File: src/sv/ppsm_pkg.sv
// ppsm_pkg: shared types, constants and codes for the photogate pair speed meter
// used by ppsm_div, ppsm_dp, ppsm_ctrl and photogate_pair_speed_meter; no dependencies
`default_nettype none

package ppsm_pkg;

  localparam int unsigned NUM_GATES   = 4;
  localparam int unsigned GATE_IDX_W  = 2;
  localparam int unsigned CMD_W       = 3;
  localparam int unsigned TS_W        = 32;
  localparam int unsigned PASS_W      = 2;
  localparam int unsigned SPACING_W   = 7;
  localparam int unsigned SPEED_W     = 17;
  localparam int unsigned SPEED_SCALE = 1000;
  localparam int unsigned DIV_CNT_W   = $clog2(SPEED_W);
  localparam int unsigned ADDR_W      = 3;
  localparam int unsigned DATA_W      = 32;

  localparam logic [PASS_W-1:0] PASS_MAX  = 2'd3;
  localparam logic [PASS_W-1:0] PASS_ONE  = 2'd1;
  localparam logic [CMD_W-1:0]  CMD_CLEAR = 3'd4;

  // register index, taken from paddr[2]
  localparam logic REG_SPACING = 1'b0;
  localparam logic REG_DIR     = 1'b1;

  typedef enum logic [2:0] {
    ST_IDLE,
    ST_LOAD_A,
    ST_DIV_A,
    ST_LOAD_B,
    ST_DIV_B,
    ST_PUBLISH
  } state_t;

  // controller to datapath
  typedef struct packed {
    logic update;   // apply the accepted beat to the gate state
    logic load_a;   // evaluate pair a and start its division
    logic load_b;   // keep pair a speed, evaluate pair b and start its division
    logic publish;  // move both pair results into the output register
  } ctrl_cmd_t;

  // datapath to controller
  typedef struct packed {
    logic div_done;
  } dp_status_t;

  typedef struct packed {
    logic              valid;
    logic [PASS_W-1:0] slot;
    logic              negative;
    logic              zero_interval;
  } pair_info_t;

endpackage

`default_nettype wire

File: src/sv/ppsm_div.sv
// ppsm_div: restoring divider, one quotient bit per cycle
// depends on ppsm_pkg
`default_nettype none

module ppsm_div (
  input  wire logic                           clk,
  input  wire logic                           rst_n,
  input  wire logic                           start,
  input  wire logic [ppsm_pkg::SPEED_W-1:0]   num,
  input  wire logic [ppsm_pkg::TS_W-1:0]      den,
  output logic                                done,
  output logic [ppsm_pkg::SPEED_W-1:0]        quot
);

  logic                               busy_r, busy_nxt;
  logic                               done_r, done_nxt;
  logic [ppsm_pkg::DIV_CNT_W-1:0]     cnt_r, cnt_nxt;
  logic [ppsm_pkg::TS_W-1:0]          den_r, den_nxt;
  logic [ppsm_pkg::TS_W-1:0]          rem_r, rem_nxt;
  logic [ppsm_pkg::SPEED_W-1:0]       quot_r, quot_nxt;
  logic [ppsm_pkg::TS_W:0]            rem_sh;
  logic [ppsm_pkg::TS_W:0]            diff;
  logic                               fits;
  logic                               last_step;

  always_comb begin
    rem_sh    = {rem_r, quot_r[ppsm_pkg::SPEED_W-1]};
    diff      = rem_sh - {1'b0, den_r};
    fits      = !diff[ppsm_pkg::TS_W];
    last_step = (cnt_r == ppsm_pkg::DIV_CNT_W'(ppsm_pkg::SPEED_W - 1));

    busy_nxt = busy_r;
    done_nxt = 1'b0;
    cnt_nxt  = cnt_r;
    den_nxt  = den_r;
    rem_nxt  = rem_r;
    quot_nxt = quot_r;
    if (start) begin
      busy_nxt = 1'b1;
      cnt_nxt  = '0;
      den_nxt  = den;
      rem_nxt  = '0;
      quot_nxt = num;
    end else if (busy_r) begin
      rem_nxt  = fits ? diff[ppsm_pkg::TS_W-1:0] : rem_sh[ppsm_pkg::TS_W-1:0];
      quot_nxt = {quot_r[ppsm_pkg::SPEED_W-2:0], fits};
      cnt_nxt  = cnt_r + 1'b1;
      if (last_step) begin
        busy_nxt = 1'b0;
        done_nxt = 1'b1;
      end
    end
  end

  always_ff @(posedge clk) begin
    if (!rst_n) begin
      busy_r <= 1'b0;
      done_r <= 1'b0;
      cnt_r  <= '0;
    end else begin
      busy_r <= busy_nxt;
      done_r <= done_nxt;
      cnt_r  <= cnt_nxt;
    end
  end

  always_ff @(posedge clk) begin
    den_r  <= den_nxt;
    rem_r  <= rem_nxt;
    quot_r <= quot_nxt;
  end

  assign done = done_r;
  assign quot = quot_r;

endmodule

`default_nettype wire

File: src/sv/ppsm_dp.sv
// ppsm_dp: gate state, configuration registers, pair evaluation and output register
// depends on ppsm_pkg and ppsm_div
`default_nettype none

module ppsm_dp (
  input  wire logic                              clk,
  input  wire logic                              rst_n,
  input  wire logic [ppsm_pkg::CMD_W-1:0]        in_cmd,
  input  wire logic [ppsm_pkg::TS_W-1:0]         in_timestamp_us,
  input  wire logic                              psel,
  input  wire logic                              penable,
  input  wire logic                              pwrite,
  input  wire logic [ppsm_pkg::ADDR_W-1:0]       paddr,
  input  wire logic [ppsm_pkg::DATA_W-1:0]       pwdata,
  output logic [ppsm_pkg::DATA_W-1:0]            prdata,
  input  wire ppsm_pkg::ctrl_cmd_t               cmd,
  output ppsm_pkg::dp_status_t                   status,
  output logic                                   out_a_valid,
  output logic [ppsm_pkg::PASS_W-1:0]            out_a_slot,
  output logic [ppsm_pkg::SPEED_W-1:0]           out_a_speed,
  output logic                                   out_a_negative,
  output logic                                   out_a_zero_interval,
  output logic                                   out_b_valid,
  output logic [ppsm_pkg::PASS_W-1:0]            out_b_slot,
  output logic [ppsm_pkg::SPEED_W-1:0]           out_b_speed,
  output logic                                   out_b_negative,
  output logic                                   out_b_zero_interval
);

  logic [ppsm_pkg::TS_W-1:0]      gate_time_r  [ppsm_pkg::NUM_GATES];
  logic [ppsm_pkg::PASS_W-1:0]    gate_count_r [ppsm_pkg::NUM_GATES];
  logic [ppsm_pkg::SPACING_W-1:0] spacing_r;
  logic                           dir_r;
  logic                           cfg_wr;

  logic [ppsm_pkg::GATE_IDX_W-1:0] gate_idx;
  logic [ppsm_pkg::PASS_W-1:0]     count_inc;

  logic [ppsm_pkg::TS_W-1:0]      t_first, t_second, diff;
  logic [ppsm_pkg::PASS_W-1:0]    c_first, c_second;
  logic                           forward;
  logic [ppsm_pkg::SPEED_W-1:0]   scaled;
  ppsm_pkg::pair_info_t           pair_eval;
  ppsm_pkg::pair_info_t           a_info_r, b_info_r;
  logic [ppsm_pkg::SPEED_W-1:0]   a_speed_r;
  logic [ppsm_pkg::SPEED_W-1:0]   quot, quot_masked;
  logic                           div_done;

  ppsm_pkg::pair_info_t           out_a_r, out_b_r;
  logic [ppsm_pkg::SPEED_W-1:0]   out_a_speed_r, out_b_speed_r;

  // configuration registers
  assign cfg_wr = psel && penable && pwrite;

  always_ff @(posedge clk) begin
    if (!rst_n) begin
      spacing_r <= ppsm_pkg::SPACING_W'(7);
      dir_r     <= 1'b0;
    end else if (cfg_wr) begin
      unique case (paddr[2])
        ppsm_pkg::REG_SPACING: spacing_r <= pwdata[ppsm_pkg::SPACING_W-1:0];
        ppsm_pkg::REG_DIR:     dir_r     <= pwdata[0];
        default: ;
      endcase
    end
  end

  always_comb begin
    unique case (paddr[2])
      ppsm_pkg::REG_SPACING: prdata = ppsm_pkg::DATA_W'(spacing_r);
      ppsm_pkg::REG_DIR:     prdata = ppsm_pkg::DATA_W'(dir_r);
      default:               prdata = '0;
    endcase
  end

  // gate state update
  assign gate_idx  = in_cmd[ppsm_pkg::GATE_IDX_W-1:0];
  assign count_inc = (gate_count_r[gate_idx] == ppsm_pkg::PASS_MAX) ?
                     ppsm_pkg::PASS_ONE : gate_count_r[gate_idx] + 1'b1;

  always_ff @(posedge clk) begin
    if (!rst_n) begin
      for (int i = 0; i < ppsm_pkg::NUM_GATES; i++) begin
        gate_time_r[i]  <= '0;
        gate_count_r[i] <= '0;
      end
    end else if (cmd.update) begin
      if (in_cmd[ppsm_pkg::CMD_W-1] == 1'b0) begin
        gate_time_r[gate_idx]  <= in_timestamp_us;
        gate_count_r[gate_idx] <= count_inc;
      end else if (in_cmd == ppsm_pkg::CMD_CLEAR) begin
        for (int i = 0; i < ppsm_pkg::NUM_GATES; i++) begin
          gate_count_r[i] <= '0;
        end
      end
    end
  end

  // pair evaluation, pair b while load_b is high
  always_comb begin
    t_first  = cmd.load_b ? gate_time_r[2]  : gate_time_r[0];
    t_second = cmd.load_b ? gate_time_r[3]  : gate_time_r[1];
    c_first  = cmd.load_b ? gate_count_r[2] : gate_count_r[0];
    c_second = cmd.load_b ? gate_count_r[3] : gate_count_r[1];
    forward  = t_second > t_first;
    diff     = forward ? (t_second - t_first) : (t_first - t_second);

    pair_eval.valid         = (c_first == c_second) && (c_first != '0);
    pair_eval.slot          = pair_eval.valid ? c_first : '0;
    pair_eval.zero_interval = pair_eval.valid && (diff == '0);
    pair_eval.negative      = pair_eval.valid && (diff != '0) && (forward == dir_r);
  end

  assign scaled = ppsm_pkg::SPEED_W'(32'(spacing_r) * ppsm_pkg::SPEED_SCALE);

  ppsm_div u_div (
    .clk   (clk),
    .rst_n (rst_n),
    .start (cmd.load_a || cmd.load_b),
    .num   (scaled),
    .den   (diff),
    .done  (div_done),
    .quot  (quot)
  );

  assign status.div_done = div_done;

  // divider runs for every pair; quotient only counts for a valid nonzero interval
  always_comb begin
    if (cmd.load_b) begin
      quot_masked = (a_info_r.valid && !a_info_r.zero_interval) ? quot : '0;
    end else begin
      quot_masked = (b_info_r.valid && !b_info_r.zero_interval) ? quot : '0;
    end
  end

  always_ff @(posedge clk) begin
    if (cmd.load_a) begin
      a_info_r <= pair_eval;
    end
    if (cmd.load_b) begin
      b_info_r  <= pair_eval;
      a_speed_r <= quot_masked;
    end
    if (cmd.publish) begin
      out_a_r       <= a_info_r;
      out_a_speed_r <= a_speed_r;
      out_b_r       <= b_info_r;
      out_b_speed_r <= quot_masked;
    end
  end

  assign out_a_valid         = out_a_r.valid;
  assign out_a_slot          = out_a_r.slot;
  assign out_a_speed         = out_a_speed_r;
  assign out_a_negative      = out_a_r.negative;
  assign out_a_zero_interval = out_a_r.zero_interval;
  assign out_b_valid         = out_b_r.valid;
  assign out_b_slot          = out_b_r.slot;
  assign out_b_speed         = out_b_speed_r;
  assign out_b_negative      = out_b_r.negative;
  assign out_b_zero_interval = out_b_r.zero_interval;

endmodule

`default_nettype wire

File: src/sv/ppsm_ctrl.sv
// ppsm_ctrl: sequencing state machine and output valid flag
// depends on ppsm_pkg
`default_nettype none

module ppsm_ctrl (
  input  wire logic                 clk,
  input  wire logic                 rst_n,
  input  wire logic                 in_valid,
  output logic                      in_stall,
  output logic                      out_valid,
  input  wire logic                 out_stall,
  input  wire ppsm_pkg::dp_status_t status,
  output ppsm_pkg::ctrl_cmd_t       cmd
);

  ppsm_pkg::state_t state_r, state_nxt;
  logic             out_valid_r, out_valid_nxt;
  logic             out_free;

  // output register can take a new beat when empty or being drained
  assign out_free = !out_valid_r || !out_stall;

  always_comb begin
    state_nxt = state_r;
    unique case (state_r)
      ppsm_pkg::ST_IDLE:    if (in_valid) state_nxt = ppsm_pkg::ST_LOAD_A;
      ppsm_pkg::ST_LOAD_A:  state_nxt = ppsm_pkg::ST_DIV_A;
      ppsm_pkg::ST_DIV_A:   if (status.div_done) state_nxt = ppsm_pkg::ST_LOAD_B;
      ppsm_pkg::ST_LOAD_B:  state_nxt = ppsm_pkg::ST_DIV_B;
      ppsm_pkg::ST_DIV_B:   if (status.div_done) state_nxt = ppsm_pkg::ST_PUBLISH;
      ppsm_pkg::ST_PUBLISH: if (out_free) state_nxt = ppsm_pkg::ST_IDLE;
      default:              state_nxt = ppsm_pkg::ST_IDLE;
    endcase
  end

  always_comb begin
    cmd      = '0;
    in_stall = 1'b1;
    unique case (state_r)
      ppsm_pkg::ST_IDLE: begin
        in_stall   = 1'b0;
        cmd.update = in_valid;
      end
      ppsm_pkg::ST_LOAD_A:  cmd.load_a  = 1'b1;
      ppsm_pkg::ST_LOAD_B:  cmd.load_b  = 1'b1;
      ppsm_pkg::ST_PUBLISH: cmd.publish = out_free;
      default: ;
    endcase
  end

  always_comb begin
    if (cmd.publish) begin
      out_valid_nxt = 1'b1;
    end else begin
      out_valid_nxt = out_valid_r && out_stall;
    end
  end

  always_ff @(posedge clk) begin
    if (!rst_n) begin
      state_r     <= ppsm_pkg::ST_IDLE;
      out_valid_r <= 1'b0;
    end else begin
      state_r     <= state_nxt;
      out_valid_r <= out_valid_nxt;
    end
  end

  assign out_valid = out_valid_r;

endmodule

`default_nettype wire

File: src/sv/photogate_pair_speed_meter.sv
// photogate_pair_speed_meter: top level, joins controller and datapath
// depends on ppsm_pkg, ppsm_ctrl, ppsm_dp (and ppsm_div below it)
//
// usage
//   input channel: one beat per gate event, in_cmd selects the gate (0/1 pair a,
//   2/3 pair b) or clear (4), in_timestamp_us is the event time in microseconds
//   output channel: one beat per input beat carrying both pairs' status, slot,
//   speed (1000 * spacing / interval), sign and zero-interval flag
//   config port: apb-style, register 0 at 0x0 is gate spacing in mm,
//   register 1 at 0x4 is the direction select; pready is tied high
// timing
//   one beat at a time; an accepted beat passes a load step, the divide steps
//   (one quotient bit each) and a done step for pair a, then for pair b, then
//   the publish step into the output register; no new beat is taken before that
//   publish; the shared radix-2 divider works on both pairs in turn
//   in_stall is low only while idle, so the next beat can be taken while the
//   previous result still waits in the output register
// reset
//   synchronous, active low; clears gate times and pass counters, sets spacing
//   to 7 mm and direction to normal, empties the output register
// backpressure
//   when out_stall holds the output beat, a finished result waits in the
//   publish step; the output register never gets overwritten before it is taken
`default_nettype none

module photogate_pair_speed_meter (
  input  wire logic                              clk,
  input  wire logic                              rst_n,
  // input channel
  input  wire logic                              in_valid,
  output logic                                   in_stall,
  input  wire logic [ppsm_pkg::CMD_W-1:0]        in_cmd,
  input  wire logic [ppsm_pkg::TS_W-1:0]         in_timestamp_us,
  // result channel
  output logic                                   out_valid,
  input  wire logic                              out_stall,
  output logic                                   out_a_valid,
  output logic [ppsm_pkg::PASS_W-1:0]            out_a_slot,
  output logic [ppsm_pkg::SPEED_W-1:0]           out_a_speed,
  output logic                                   out_a_negative,
  output logic                                   out_a_zero_interval,
  output logic                                   out_b_valid,
  output logic [ppsm_pkg::PASS_W-1:0]            out_b_slot,
  output logic [ppsm_pkg::SPEED_W-1:0]           out_b_speed,
  output logic                                   out_b_negative,
  output logic                                   out_b_zero_interval,
  // configuration port
  input  wire logic                              psel,
  input  wire logic                              penable,
  input  wire logic                              pwrite,
  input  wire logic [ppsm_pkg::ADDR_W-1:0]       paddr,
  input  wire logic [ppsm_pkg::DATA_W-1:0]       pwdata,
  output logic [ppsm_pkg::DATA_W-1:0]            prdata,
  output logic                                   pready
);

  ppsm_pkg::ctrl_cmd_t  cmd;
  ppsm_pkg::dp_status_t status;

  // register access always completes in the access cycle
  assign pready = 1'b1;

  ppsm_ctrl u_ctrl (
    .clk       (clk),
    .rst_n     (rst_n),
    .in_valid  (in_valid),
    .in_stall  (in_stall),
    .out_valid (out_valid),
    .out_stall (out_stall),
    .status    (status),
    .cmd       (cmd)
  );

  ppsm_dp u_dp (
    .clk                 (clk),
    .rst_n               (rst_n),
    .in_cmd              (in_cmd),
    .in_timestamp_us     (in_timestamp_us),
    .psel                (psel),
    .penable             (penable),
    .pwrite              (pwrite),
    .paddr               (paddr),
    .pwdata              (pwdata),
    .prdata              (prdata),
    .cmd                 (cmd),
    .status              (status),
    .out_a_valid         (out_a_valid),
    .out_a_slot          (out_a_slot),
    .out_a_speed         (out_a_speed),
    .out_a_negative      (out_a_negative),
    .out_a_zero_interval (out_a_zero_interval),
    .out_b_valid         (out_b_valid),
    .out_b_slot          (out_b_slot),
    .out_b_speed         (out_b_speed),
    .out_b_negative      (out_b_negative),
    .out_b_zero_interval (out_b_zero_interval)
  );

  // one beat in flight: an accepted beat closes the input side
  a_accept_then_busy: assert property (@(posedge clk) disable iff (!rst_n)
    (in_valid && !in_stall) |=> in_stall)
    else $error("input taken again right after an accept");

  // a pending output beat is never overwritten
  a_publish_when_free: assert property (@(posedge clk) disable iff (!rst_n)
    cmd.publish |-> (!out_valid || !out_stall))
    else $error("output register overwritten while stalled");

  // divider completes only while a beat is being worked on
  a_div_done_busy: assert property (@(posedge clk) disable iff (!rst_n)
    status.div_done |-> in_stall)
    else $error("divider done while idle");

  // a nonzero speed needs a valid pair with a nonzero interval
  a_speed_a_masked: assert property (@(posedge clk) disable iff (!rst_n)
    (out_valid && (out_a_speed != '0)) |-> (out_a_valid && !out_a_zero_interval))
    else $error("pair a speed reported without a valid interval");

  a_speed_b_masked: assert property (@(posedge clk) disable iff (!rst_n)
    (out_valid && (out_b_speed != '0)) |-> (out_b_valid && !out_b_zero_interval))
    else $error("pair b speed reported without a valid interval");

endmodule

`default_nettype wire
File: config.mk
export PLATFORM = sky130hd
export DESIGN_NAME = photogate_pair_speed_meter
export DESIGN_NICKNAME = d
export VERILOG_FILES = /design/src/sv/ppsm_pkg.sv /design/src/sv/ppsm_div.sv /design/src/sv/ppsm_dp.sv /design/src/sv/ppsm_ctrl.sv /design/src/sv/photogate_pair_speed_meter.sv
export SDC_FILE = /design/constraint.sdc
export NUM_CORES = 1
export LEC_CHECK = 0
export ABC_AREA = 1
export BUFFER_PORTS_ARGS = -buffer_cell sky130_fd_sc_hd__buf_4
export CAP_MARGIN = 20
export CORE_MARGIN = 4
export CORE_UTILIZATION = 50
export CTS_BUF_LIST = sky130_fd_sc_hd__clkbuf_8
export CTS_CLUSTER_SIZE = 28
export DETAILED_ROUTE_END_ITERATION = 16
export GPL_TIMING_DRIVEN = 0
export PLACE_DENSITY = 0.73
export SLEW_MARGIN = 15
export SYNTH_ARGS = -nofsm -noshare
export SYNTH_HDL_FRONTEND = slang
export SYNTH_HIERARCHICAL = 1
export SYNTH_SLANG_ARGS = --single-unit
File: constraint.sdc
create_clock -name clk -period 12.84 [get_ports clk]
set_input_delay 1.284 -clock clk [delete_from_list [all_inputs] [get_ports clk]]
set_output_delay 1.284 -clock clk [all_outputs]
set_load 0.02 [all_outputs]
==> results by group, run 1 <==
Yosys
  • Cell count after synthesis: 2,939
  • Commonest cells in the synthesized netlist: nand2_1 (911), inv_1 (584), nor2_1 (293), edfxtp_1 (256), nand3_1 (154)
  • Dominant synthesized flop cell: edfxtp_1
  • Post-synth EDFFs: 256
  • Share of synthesized area occupied by flip-flops and latches: 40.3%
  • Cell with the most instances after synthesis: nand2_1
  • Post-synthesis sequential element count: 307
  • Avg Inst Size Synth: 7.35 um^2
  • Async S/R FF share, synth: 0%
  • Cell types with the largest area share after synthesis: edfxtp_1 (36%), nand2_1 (16%), inv_1 (10%), ha_1 (7.7%), nor2_1 (5.1%)
  • Yosys warns: 6
  • Number of distinct standard cells referenced by the synthesized netlist: 53
  • Post-synthesis instance area: 0.0216 mm^2
  • Largest area contributor in the synthesized netlist: edfxtp_1
  • Share of the synthesized area in the top cell type: 35.6%

Drt
  • WL per Instance: 14.8 um
  • Residual DRC: 0
  • Via count: 18,280
  • Vias/cell: 4.89
  • Antenna Violating Nets Remaining: 0
  • Iter 0 DRT Violations: 1,384
  • Total length of routed wires: 55.5 mm
  • DRT Pass-1 Iters: 6

STA
  • Worst hold margin: 0.415 ns
  • Clock skew after layout: 0.0443 ns
  • Number of setup violations in the final report: 0
  • Upper clock frequency limit: 0.164 GHz
  • Unrepaired setup endpoints after global routing: no
  • Sum of negative setup slack: 0 ns
  • Final count of pins violating max slew: 0
  • Shortest period the worst path allows: 6.10 ns
  • PnR worst setup slack: 6.74 ns
  • Transition time of the tightest slew-check pin: 0.850 ns
  • Crit share post-route: 47.5%
  • Max-Slew Margin vs Limit: 43.3%
  • Total count of hold-check failures in the final report: 0

Clock tree
  • Worst-skew pair later-pin latency: 0.63 ns
  • Number of buffers created by CTS: 50
  • Worst-path clk slew: 0.06 ns
  • Clock sinks: 307
  • Cts hold-fix bufs: 0
  • Clock Tree Buf Depth: 3
  • H-Tree Level Count: 2
  • Clock tree from TritonCTS: built
  • Cts repair resizes: 0
  • Clk Tree Root Cell: clkbuf_8
  • Post-CTS Setup Repair Bufs: 0

Critical path
  • Slowest cell on crit path: fa_1
  • Startpoint of the worst register-to-register path: u_ctrl/state_r[2]
  • Critical path startpoint category: register
  • Critical path class: register to register
  • Critical Path Source: u_ctrl/state_r[2]
  • Largest delay share family, worst path: simple AND/OR/NAND/NOR gates
  • Critical Path Sink Type: register
  • Cell count of the worst reg-to-reg path: 31
  • Most frequent cell on the critical path: nand2_1
  • Stages on worst setup path: 31
  • Critical Path Max Stage Delay: 0.45 ns
  • Worst EP required: 13.20 ns
  • Buffers plus inverters on the worst setup path: 9
  • Data arrival time at the worst-slack endpoint: 6.46 ns
  • Biggest fanout along the worst timing path: 10

Global route
  • Congestion Overflow GR: 0
  • Largest net degree at the start of global routing: 37
  • Initial antenna violation count: 0
  • Vias in the first global route: 17,853
  • Global-route wire length before repair: 89.4 mm
  • GR Util All Layers: 23.6%

Power and ir drop
  • Worst ir drop on vdd: 0.0000903 V
  • Total leakage power: 0.0127 uW
  • PD cells: 175 mW/mm^2

Die
  • Die Span X: 216 um
  • Full die area: 0.0466 mm^2
  • I/O pin cnt: 156
  • Cell row count: 75
  • Initial cell density of the core: 51.0%
  • Placeable Area: 0.0423 mm^2
  • Die Span Y: 216 um

Place
  • Setup Slack @ Placement: 6.83 ns
  • Cell Area, Placed: 0.0233 mm^2
  • Number of buffers added on ports: 101
  • Gpl congestion: 0.959
  • Half-perimeter wire length after placement: 44.3 mm

Run status
  • Result of the run: complete, no violations

Finish
  • Number of antenna cells inserted: 0
  • Final std cell area, no fill: 0.0243 mm^2
  • Number of nets in the final layout: 3,356
  • Final design utilization: 57.4%
  • Relative area change from synthesis to final layout: 12.5%
  • Share of final-layout standard cells stronger than drive strength 1: 11.3%

Min path
  • Min-delay worst type: register to register
  • Start point of the worst hold path: u_dp/a_speed_r[1]
  • Depth of the worst hold-timing path: 0

Flow run
  • Max cap viols: 0
## registers in the layout, indices dropped and copies added (netlist names), 2 cells and up
| register | flops |
|---|---|
| u_ctrl/state_r | 3 |
| u_dp/a_info_r | 5 |
| u_dp/a_speed_r | 17 |
| u_dp/b_info_r | 5 |
| u_dp/gate_count_r | 8 |
| u_dp/gate_time_r | 128 |
| u_dp/out_a_slot | 2 |
| u_dp/out_a_speed | 17 |
| u_dp/out_b_slot | 2 |
| u_dp/out_b_speed | 17 |
| u_dp/spacing_r | 7 |
| u_dp/u_div/cnt_r | 5 |
| u_dp/u_div/den_r | 32 |
| u_dp/u_div/quot | 17 |
| u_dp/u_div/rem_r | 32 |
## per-layer routing
| metal | vias to the layer above | GRT usage [%] | share of wire, % |
|---|---|---|---|
| met5 | - | 0 | 0 |
| met4 | 0 | 7.77 | 2.9 |
| met3 | 94 | 2.55 | 4.9 |
| met2 | 512 | 41.2 | 48 |
| met1 | 8294 | 30.6 | 44 |
| li1 | 9380 | - | - |
## cell usage in the layout (no fill, tap or decap), types with 11 or more instances in the layout
master | netlist | final
fa_1 | 21 | 21
xnor2_1 | 19 | 19
buf_4 | 32 | 133
nand2_2 | 28 | 32
nand3_1 | 154 | 154
inv_2 | 11 | 11
nor2_1 | 293 | 291
nor3_1 | 19 | 19
inv_1 | 584 | 599
nand4_1 | 23 | 23
nor2_2 | 11 | 12
conb_1 | 2 | 29
clkinv_1 | 2 | 13
dfxtp_1 | 51 | 51
clkbuf_8 | 0 | 52
edfxtp_1 | 256 | 256
o21ai_0 | 94 | 94
clkbuf_1 | 40 | 40
ha_1 | 133 | 133
nand2_1 | 911 | 907
xor2_1 | 30 | 30
a21oi_1 | 83 | 83
or2_2 | 64 | 64
## stage by stage
stage / instances / power, uW
2_1_floorplan: 2966 / 2840
3_3_place_gp: 3644 / 3360
3_5_place_dp: 3650 / 3410
4_1_cts: 3741 / 4250
5_1_grt: 3741 / 4590
6_report: 3741 / 4240
## cell families (layout without fill, tap and decap cells)
kind of cell	after synthesis	in the layout	share of synthesized area [%]
mux	3	3	0.139
buf+inv	685	883	12.9
flops	307	307	40.3
other cells	2	29	0.0348
fa+ha+maj	154	154	9.65
xor+xnor	49	49	1.99
simple gates	1528	1528	29.8
compound gates	211	211	5.23
## where the power goes
| group | total (uW) | internal (uW) | leakage, uW | switching [uW] |
|---|---|---|---|---|
| clock | 824 | 437 | 0.000551 | 387 |
| combinational | 2040 | 631 | 0.00918 | 1410 |
| sequential | 1380 | 1320 | 0.00294 | 64.3 |
| total | 4240 | 2390 | 0.0127 | 1860 |
## area by class of cell
type	instances	area, um^2
buffer	88	537
clock buffer	52	716
clock inverter	39	246
fill	3935	18000
inverter	597	2240
multi-input combinational	1974	10200
sequential	307	8710
tap	577	722
timing repair buffer	107	885
## path summary, 6_finish.rpt
kind                          to  slack, ns
max reg2reg     u_dp/b_info_r[1]       6.74
max             u_dp/b_info_r[1]       6.74
min          u_dp/out_a_speed[1]       0.41
min reg2reg  u_dp/out_a_speed[1]       0.41
No activity file was read; power rests on OpenSTA's default activity.
==> run 2, diff against run 1 <==
--- a/config.mk
+++ b/config.mk
@@ -14,7 +14,7 @@
 export CTS_CLUSTER_SIZE = 28
 export DETAILED_ROUTE_END_ITERATION = 16
 export GPL_TIMING_DRIVEN = 0
-export PLACE_DENSITY = 0.73
+export PLACE_DENSITY = 0.76
 export SLEW_MARGIN = 15
 export SYNTH_ARGS = -nofsm -noshare
 export SYNTH_HDL_FRONTEND = slang
==> constraint.sdc (replaced) <==
create_clock -name clk -period 5.21 [get_ports clk]
set_input_delay 0.521 -clock clk [delete_from_list [all_inputs] [get_ports clk]]
set_output_delay 0.521 -clock clk [all_outputs]
set_load 0.02 [all_outputs]
==> results by group, run 2 (synthesis gave the netlist of run 1 again) <==
Finish
  • Number of nets in the final layout: 3,365 (+0.27%)
  • Leading registers by flop count: u_dp/gate_time_r: 128 flops, u_dp/u_div/den_r: 32 flops, u_dp/u_div/rem_r: 32 flops
  • Largest register FFs: 128 (unchanged)
  • Relative area change from synthesis to final layout: 13.3%
  • Top library cells by usage in the layout, fill and taps aside: nand2_1 (907), inv_1 (603), nor2_1 (290)
  • Most common library cell in the layout ignoring fill and taps: nand2_1
  • Largest reg by FF count: u_dp/gate_time_r
  • Filler instances: 3,914 (-0.53%)
  • Share of final-layout standard cells stronger than drive strength 1: 12.2% (+0.91 points)
  • Number of antenna cells inserted: 0 (unchanged)

Die
  • Placeable Area: 0.0423 mm^2 (unchanged)
  • Cell row count: 75 (unchanged)
  • Full die area: 0.0466 mm^2 (unchanged)
  • Initial cell density of the core: 51.0% (unchanged)
  • Die Span Y: 216 um (unchanged)
  • Die Span X: 216 um (unchanged)
  • I/O pin cnt: 156 (unchanged)

Clock tree
  • Number of buffers created by CTS: 52 (+4.0%)
  • Clock tree from TritonCTS: built
  • Cts hold-fix bufs: 0 (unchanged)
  • Worst-skew pair later-pin latency: 0.63 ns (about the same)
  • Clk Tree Root Cell: clkbuf_8
  • Clock Tree Buf Depth: 3 (unchanged)
  • Clock sinks: 307 (unchanged)
  • Worst-path clk slew: 0.06 ns (about the same)
  • H-Tree Level Count: 2 (unchanged)

Critical path
  • Critical Path Sink Type: register
  • Biggest fanout along the worst timing path: 10 (unchanged)
  • Worst EP required: 5.59 ns (-7.61 ns)
  • Critical path startpoint category: register
  • Data arrival time at the worst-slack endpoint: 5.24 ns (-1.22 ns)
  • Critical path class: register to register

Global route
  • Global-route wire length before repair: 90.8 mm (+1.5%)
  • Initial antenna violation count: 0 (unchanged)
  • Congestion Overflow GR: 0 (unchanged)
  • Vias in the first global route: 18,126 (+1.5%)
  • GR Util All Layers: 23.9% (+0.35 points)
  • Largest net degree at the start of global routing: 37 (unchanged)

STA
  • Crit share post-route: 93.4% (+46 points)
  • Upper clock frequency limit: 0.206 GHz (+25%)
  • Transition time of the tightest slew-check pin: 0.821 ns (-0.0294 ns)
  • Number of setup violations in the final report: 0 (unchanged)
  • Clock skew after layout: 0.0274 ns (-0.0169 ns)
  • Total count of hold-check failures in the final report: 0 (unchanged)
  • Max-Slew Margin vs Limit: 45.3% (+2.0 points)
  • PnR worst setup slack: 0.344 ns (-6.40 ns)
  • Shortest period the worst path allows: 4.87 ns (-1.23 ns)
  • Worst hold margin: 0.125 ns (-0.290 ns)
  • Final count of pins violating max slew: 0 (unchanged)
  • Unrepaired setup endpoints after global routing: no

Power and ir drop
  • PD cells: 432 mW/mm^2 (+150%)
  • Worst ir drop on vdd: 0.000288 V (+220%)
  • Total leakage power: 0.0128 uW (+0.93%)

Min path
  • Min-delay worst type: input pin to register

Place
  • Number of buffers added on ports: 101 (unchanged)
  • Gpl congestion: 0.961 (+0.28%)
  • Half-perimeter wire length after placement: 44.5 mm (+0.48%)
  • Setup Slack @ Placement: -0.829 ns (-7.66 ns)

Drt
  • Antenna Violating Nets Remaining: 0 (unchanged)
  • Vias/cell: 4.94 (+1.2%)
  • Residual DRC: 0 (unchanged)
  • Iter 0 DRT Violations: 1,196 (-14%)
  • DRT Pass-1 Iters: 6 (unchanged)
  • Via count: 18,552 (+1.5%)
  • Total length of routed wires: 56.6 mm (+2.0%)
  • WL per Instance: 15.1 um (+1.7%)

Flow run
  • Max cap viols: 0 (unchanged)

Run status
  • Result of the run: complete, no violations
-- run 2: worst paths after layout --
path / depth (start not counted) / slack, ns / end / start
max: 27 / 0.34 / u_dp/a_info_r[1] / u_ctrl/state_r[2]
min: 3 / 0.13 / u_dp/spacing_r[2] / pwdata[2]
max reg2reg: 27 / 0.34 / u_dp/a_info_r[1] / u_ctrl/state_r[2]
min reg2reg: 0 / 0.41 / u_dp/out_a_slot[0] / u_dp/a_info_r[2]
-- run 2: routing by layer --
| metal | share of wire (%) | track usage, % |
|---|---|---|
| met2 | 49 | 42.2 |
| met5 | 0 | 0 |
| met3 | 6.1 | 3.43 |
| met4 | 2.9 | 7.97 |
| met1 | 42 | 30.2 |
-- run 2: worst max-delay path: stages (launching register included) --
cell and delay [ns]:
dfxtp_1 0.39, inv_1 0.11, nand2_1 0.15, nor2_4 0.06, buf_4 0.15, buf_4 0.18, buf_4 0.20, clkbuf_2 0.23
o21ai_0 0.44, inv_1 0.09, ha_1 0.29, buf_2 0.22, nand2_2 0.10, nor2_2 0.16, nand2_1 0.17, nor3_1 0.24
nand2_1 0.12, nand2_2 0.13, buf_4 0.23, nand2_1 0.07, nand2_1 0.12, nand2_1 0.06, nor2_1 0.12, nand2_1 0.13
nor2_1 0.13, nand3_2 0.17, nand2_1 0.10, inv_1 0.06
-- run 2: per-stage QoR --
step           utilization [%]  total power [uW]  setup TNS (ns)  std cells  area, um^2
2_1_floorplan                -              7000               0       2966       21700
3_3_place_gp              54.8              8240          -54.20       3644       23200
3_5_place_dp              55.1              8380           -3.74       3650       23300
4_1_cts                   57.6             10500               0       3746       24400
5_1_grt                   57.8             11400               0       3752       24500
6_report                  57.8             10600               0       3752       24500
-- run 2: timing repair --
item | 4_1_cts | 5_1_grt
setup endpoints to repair | 30 | 4
pin swaps | 1 | 1
cloned | 0 | 1
gates resized for setup | 1 | 32
buffers inserted | 3 | 7
-- run 2: layout make-up --
cell class                 count  area [um^2]  share of cell area (%)
timing repair buffer         117          956                    3.91
clock inverter                37          230                   0.941
multi-input combinational   1974        10300                    41.9
timing repair inverter         1         7.51                  0.0307
clock buffer                  58          798                    3.26
tap                          577          722                    2.95
buffer                        84          537                    2.19
inverter                     597         2240                    9.18
sequential                   307         8710                    35.6
-- run 2: power breakdown --
group | total, uW | switching [uW] | internal [uW] | leakage (uW)
registers | 3410 | 161 | 3250 | 0.00294
logic | 5040 | 3460 | 1580 | 0.00925
clock network | 2120 | 953 | 1170 | 0.000596
==> run 3, diff against run 2 <==
--- a/config.mk
+++ b/config.mk
@@ -14,9 +14,9 @@
 export CTS_CLUSTER_SIZE = 28
 export DETAILED_ROUTE_END_ITERATION = 16
 export GPL_TIMING_DRIVEN = 0
+export MAX_ROUTING_LAYER = met4
 export PLACE_DENSITY = 0.76
 export SLEW_MARGIN = 15
 export SYNTH_ARGS = -nofsm -noshare
 export SYNTH_HDL_FRONTEND = slang
-export SYNTH_HIERARCHICAL = 1
 export SYNTH_SLANG_ARGS = --single-unit
==> results by group, run 3 <==
Finish
  • Final design utilization: 57.3% (-0.50 points)
  • Largest reg by FF count: u_dp.gate_time_r
  • Most common library cell in the layout ignoring fill and taps: nand2_1
  • Top library cells by usage in the layout, fill and taps aside: nand2_1 (795), inv_1 (511), nor2_1 (270)
  • Number of nets in the final layout: 3,112 (-7.5%)
  • Relative area change from synthesis to final layout: 13.4%
  • Largest register FFs: 128 (unchanged)
  • Leading registers by flop count: u_dp.gate_time_r: 128 flops, u_dp.u_div.den_r: 32 flops, u_dp.u_div.rem_r: 32 flops
  • Number of antenna cells inserted: 0 (unchanged)
  • Share of final-layout standard cells stronger than drive strength 1: 10.7% (-1.5 points)

Min path
  • Depth of the worst hold-timing path: 3 (unchanged)
  • Min-delay worst type: input pin to register
  • Start point of the worst hold path: pwdata[2]

Drt
  • Antenna Violating Nets Remaining: 0 (unchanged)
  • WL per Instance: 15.4 um (+2.0%)
  • Iter 0 DRT Violations: 1,162 (-2.8%)
  • Via count: 17,351 (-6.5%)
  • Residual DRC: 0 (unchanged)
  • DRT Pass-1 Iters: 5 (-1)
  • Vias/cell: 5.02 (+1.6%)
  • Total length of routed wires: 53.1 mm (-6.1%)

Clock tree
  • Number of buffers created by CTS: 51 (-1.9%)
  • Clock sinks: 307 (unchanged)
  • Clock tree from TritonCTS: built
  • Worst-path clk slew: 0.06 ns (about the same)
  • H-Tree Level Count: 2 (unchanged)
  • Clock Tree Buf Depth: 3 (unchanged)
  • Worst-skew pair later-pin latency: 0.64 ns (about the same)
  • Clk Tree Root Cell: clkbuf_8

Yosys
  • Post-synthesis sequential element count: 307 (unchanged)
  • Cell count after synthesis: 2,694 (-8.3%)
  • Dominant synthesized flop cell: edfxtp_1
  • Post-synth EDFFs: 253 (-1.2%)
  • Largest area contributor in the synthesized netlist: edfxtp_1
  • Cell types with the largest area share after synthesis: edfxtp_1 (37%), nand2_1 (15%), inv_1 (9.1%), ha_1 (8.1%), dfxtp_1 (5.3%)
  • Async S/R FF share, synth: 0% (unchanged)
  • Commonest cells in the synthesized netlist: nand2_1 (798), inv_1 (499), nor2_1 (271), edfxtp_1 (253), ha_1 (133)
  • Yosys warns: 0 (-6)
  • Avg Inst Size Synth: 7.64 um^2 (+4.0%)
  • Number of distinct standard cells referenced by the synthesized netlist: 53 (unchanged)
  • Share of synthesized area occupied by flip-flops and latches: 42.2% (+1.8 points)
  • Share of the synthesized area in the top cell type: 36.9% (+1.3 points)
  • Cell with the most instances after synthesis: nand2_1
  • Post-synthesis instance area: 0.0206 mm^2 (-4.7%)

Die
  • Cell row count: 74 (-1.3%)
  • Initial cell density of the core: 50.5% (-0.51 points)
  • Full die area: 0.0445 mm^2 (-4.5%)
  • Die Span X: 211 um (-2.3%)
  • Die Span Y: 211 um (-2.3%)
  • I/O pin cnt: 156 (unchanged)
  • Placeable Area: 0.0407 mm^2 (-3.7%)

STA
  • Worst hold margin: 0.0990 ns (-0.0262 ns)
  • PnR worst setup slack: 0.330 ns (-0.0135 ns)
  • Clock skew after layout: 0.0415 ns (+0.0141 ns)
  • Sum of negative setup slack: 0 ns (unchanged)
  • Unrepaired setup endpoints after global routing: no
  • Transition time of the tightest slew-check pin: 0.756 ns (-0.0645 ns)
  • Final count of pins violating max slew: 0 (unchanged)
  • Max-Slew Margin vs Limit: 49.5% (+4.2 points)
  • Number of setup violations in the final report: 0 (unchanged)
  • Upper clock frequency limit: 0.205 GHz (-0.28%)
  • Total count of hold-check failures in the final report: 0 (unchanged)
  • Shortest period the worst path allows: 4.88 ns (+0.0135 ns)
  • Crit share post-route: 93.7% (+0.26 points)

Power and ir drop
  • Portion of total power attributed to sequential cells: 32.3% (about the same)
  • Switching power: 4540 uW (-0.78%)
  • Total leakage power: 0.0118 uW (-7.7%)
  • Cell internal power dissipation: 5930 uW (-1.1%)
  • Switching share of power: 43.4% (+0.073 points)
  • Gate power share: 47.6% (about the same)
  • PD cells: 449 mW/mm^2 (+3.8%)
  • Worst ir drop on vdd: 0.000258 V (-11%)
  • Clock share of power: 20.1% (about the same)

Critical path
  • Most frequent cell on the critical path: nand2_1
  • Slowest cell on crit path: ha_1
  • Cell count of the worst reg-to-reg path: 28 (+3.7%)
  • Data arrival time at the worst-slack endpoint: 5.27 ns (+0.03 ns)
  • Biggest fanout along the worst timing path: 10 (unchanged)
  • Critical Path Source: u_ctrl.state_r[0]
  • Critical Path Max Stage Delay: 0.42 ns (-0.02 ns)
  • Critical path startpoint category: register
  • Critical Path Sink Type: register
  • Worst EP required: 5.60 ns (about the same)
  • Critical path class: register to register
  • Startpoint of the worst register-to-register path: u_ctrl.state_r[0]

Global route
  • GR Util met2: 41.8% (-0.46 points)
  • GR Util All Layers: 24.5% (+0.56 points)
  • Most used routing layer: met2
  • Global-route wire length before repair: 85.7 mm (-5.6%)
  • Fraction of met1 tracks used by global routing: 30.6% (+0.45 points)
  • Largest net degree at the start of global routing: 33 (-11%)
  • Vias in the first global route: 17,207 (-5.1%)
  • Met3 usage in global routing: 2.96% (-0.48 points)
  • Initial antenna violation count: 0 (unchanged)
  • Congestion Overflow GR: 0 (unchanged)

Place
  • Number of buffers added on ports: 101 (unchanged)
  • Gpl congestion: 0.956 (-0.58%)
  • Setup Slack @ Placement: -0.834 ns (-0.00471 ns)
  • Half-perimeter wire length after placement: 42.4 mm (-4.8%)

Run status
  • Result of the run: complete, no violations

Flow run
  • Max cap viols: 0 (unchanged)
-- run 3: cell types whose count changed after synthesis, moves of 7 or more --
cell      before  now
xor2_1        30   37
o211ai_1       3   13
nand3_1      154  105
nand2_2       28   12
nor3_1        19   30
o22ai_1        0   11
or2_2         64   34
o21ai_0       94  119
nand2_1      911  798
inv_1        584  499
a21oi_1       83   97
nor2_1       293  271
-- run 3: cells by family (layout without fill, tap and decap cells) --
kind of cell,Yosys count,count (layout),synth area share [%]
XOR/XNOR,55,55,2.34
AND/OR/NAND/NOR,1299,1299,26.1
AO/OA/AOI/OAI,282,282,7.53
adder cells (fa/ha/maj),154,154,10.1
multiplexers,2,2,0.0973
flip-flops,307,307,42.2
other,2,26,0.0365
buffers and inverters,593,798,11.6
-- run 3: power by group through the flow --
stage	Sequential, uW	Combinational (uW)	Clock, uW
final	3380	4990	2110
after global routing	3420	5620	2260
after CTS	3380	4950	2150
after detailed placement	3430	4910	0
after global placement	3430	4790	0
after floorplan	3410	3560	0
-- run 3: area by class of cell --
class                   count  area (um^2)
fillers                  3752        17400
multi-input cells        1818         9650
flip-flops and latches    307         8680
inverters                 511         1920
repair buffers            110          928
clock buffers              52          716
well taps                 532          666
plain buffers              82          490
clock inverters            43          294
-- run 3: timing repair --
item	4_1_cts	5_1_grt
endpoints found under the hold margin	0	0
pin swaps	1	1
hold buffers	0	0
endpoints found under the setup margin	20	4
resized for setup	8	8
setup buffers	1	1
-- run 3: through the flow --
| stage | std cells | instance area (um^2) | power, uW |
|---|---|---|---|
| 2_1_floorplan | 2718 | 20700 | 6970 |
| 3_3_place_gp | 3351 | 22100 | 8210 |
| 3_5_place_dp | 3358 | 22300 | 8330 |
| 4_1_cts | 3454 | 23300 | 10500 |
| 5_1_grt | 3455 | 23300 | 11300 |
| 6_report | 3455 | 23300 | 10500 |
-- run 3: path summary, 6_finish.rpt --
kind | end | slack (ns)
hold reg to reg | u_dp.out_a_negative | 0.40
setup reg to reg | u_dp.b_info_r[1] | 0.33
setup / recovery | u_dp.b_info_r[1] | 0.33
hold / removal | u_dp.spacing_r[2] | 0.1
-- run 3: worst max-delay path: cells and delay by family, from the launching register on --
family                   cells  cell delay (ns)
adder cells (fa/ha/maj)      1             0.42
AND/OR/NAND/NOR             15             1.70
AO/OA/AOI/OAI                3             0.60
flip-flops                   1             0.33
buffers and inverters        9             1.57
-- run 3: metal layers --
metal	vias up	share of wire, %
met3	94	4.5
met2	429	49
met4	0	2.9
met5	-	0
li1	8799	-
met1	8029	43
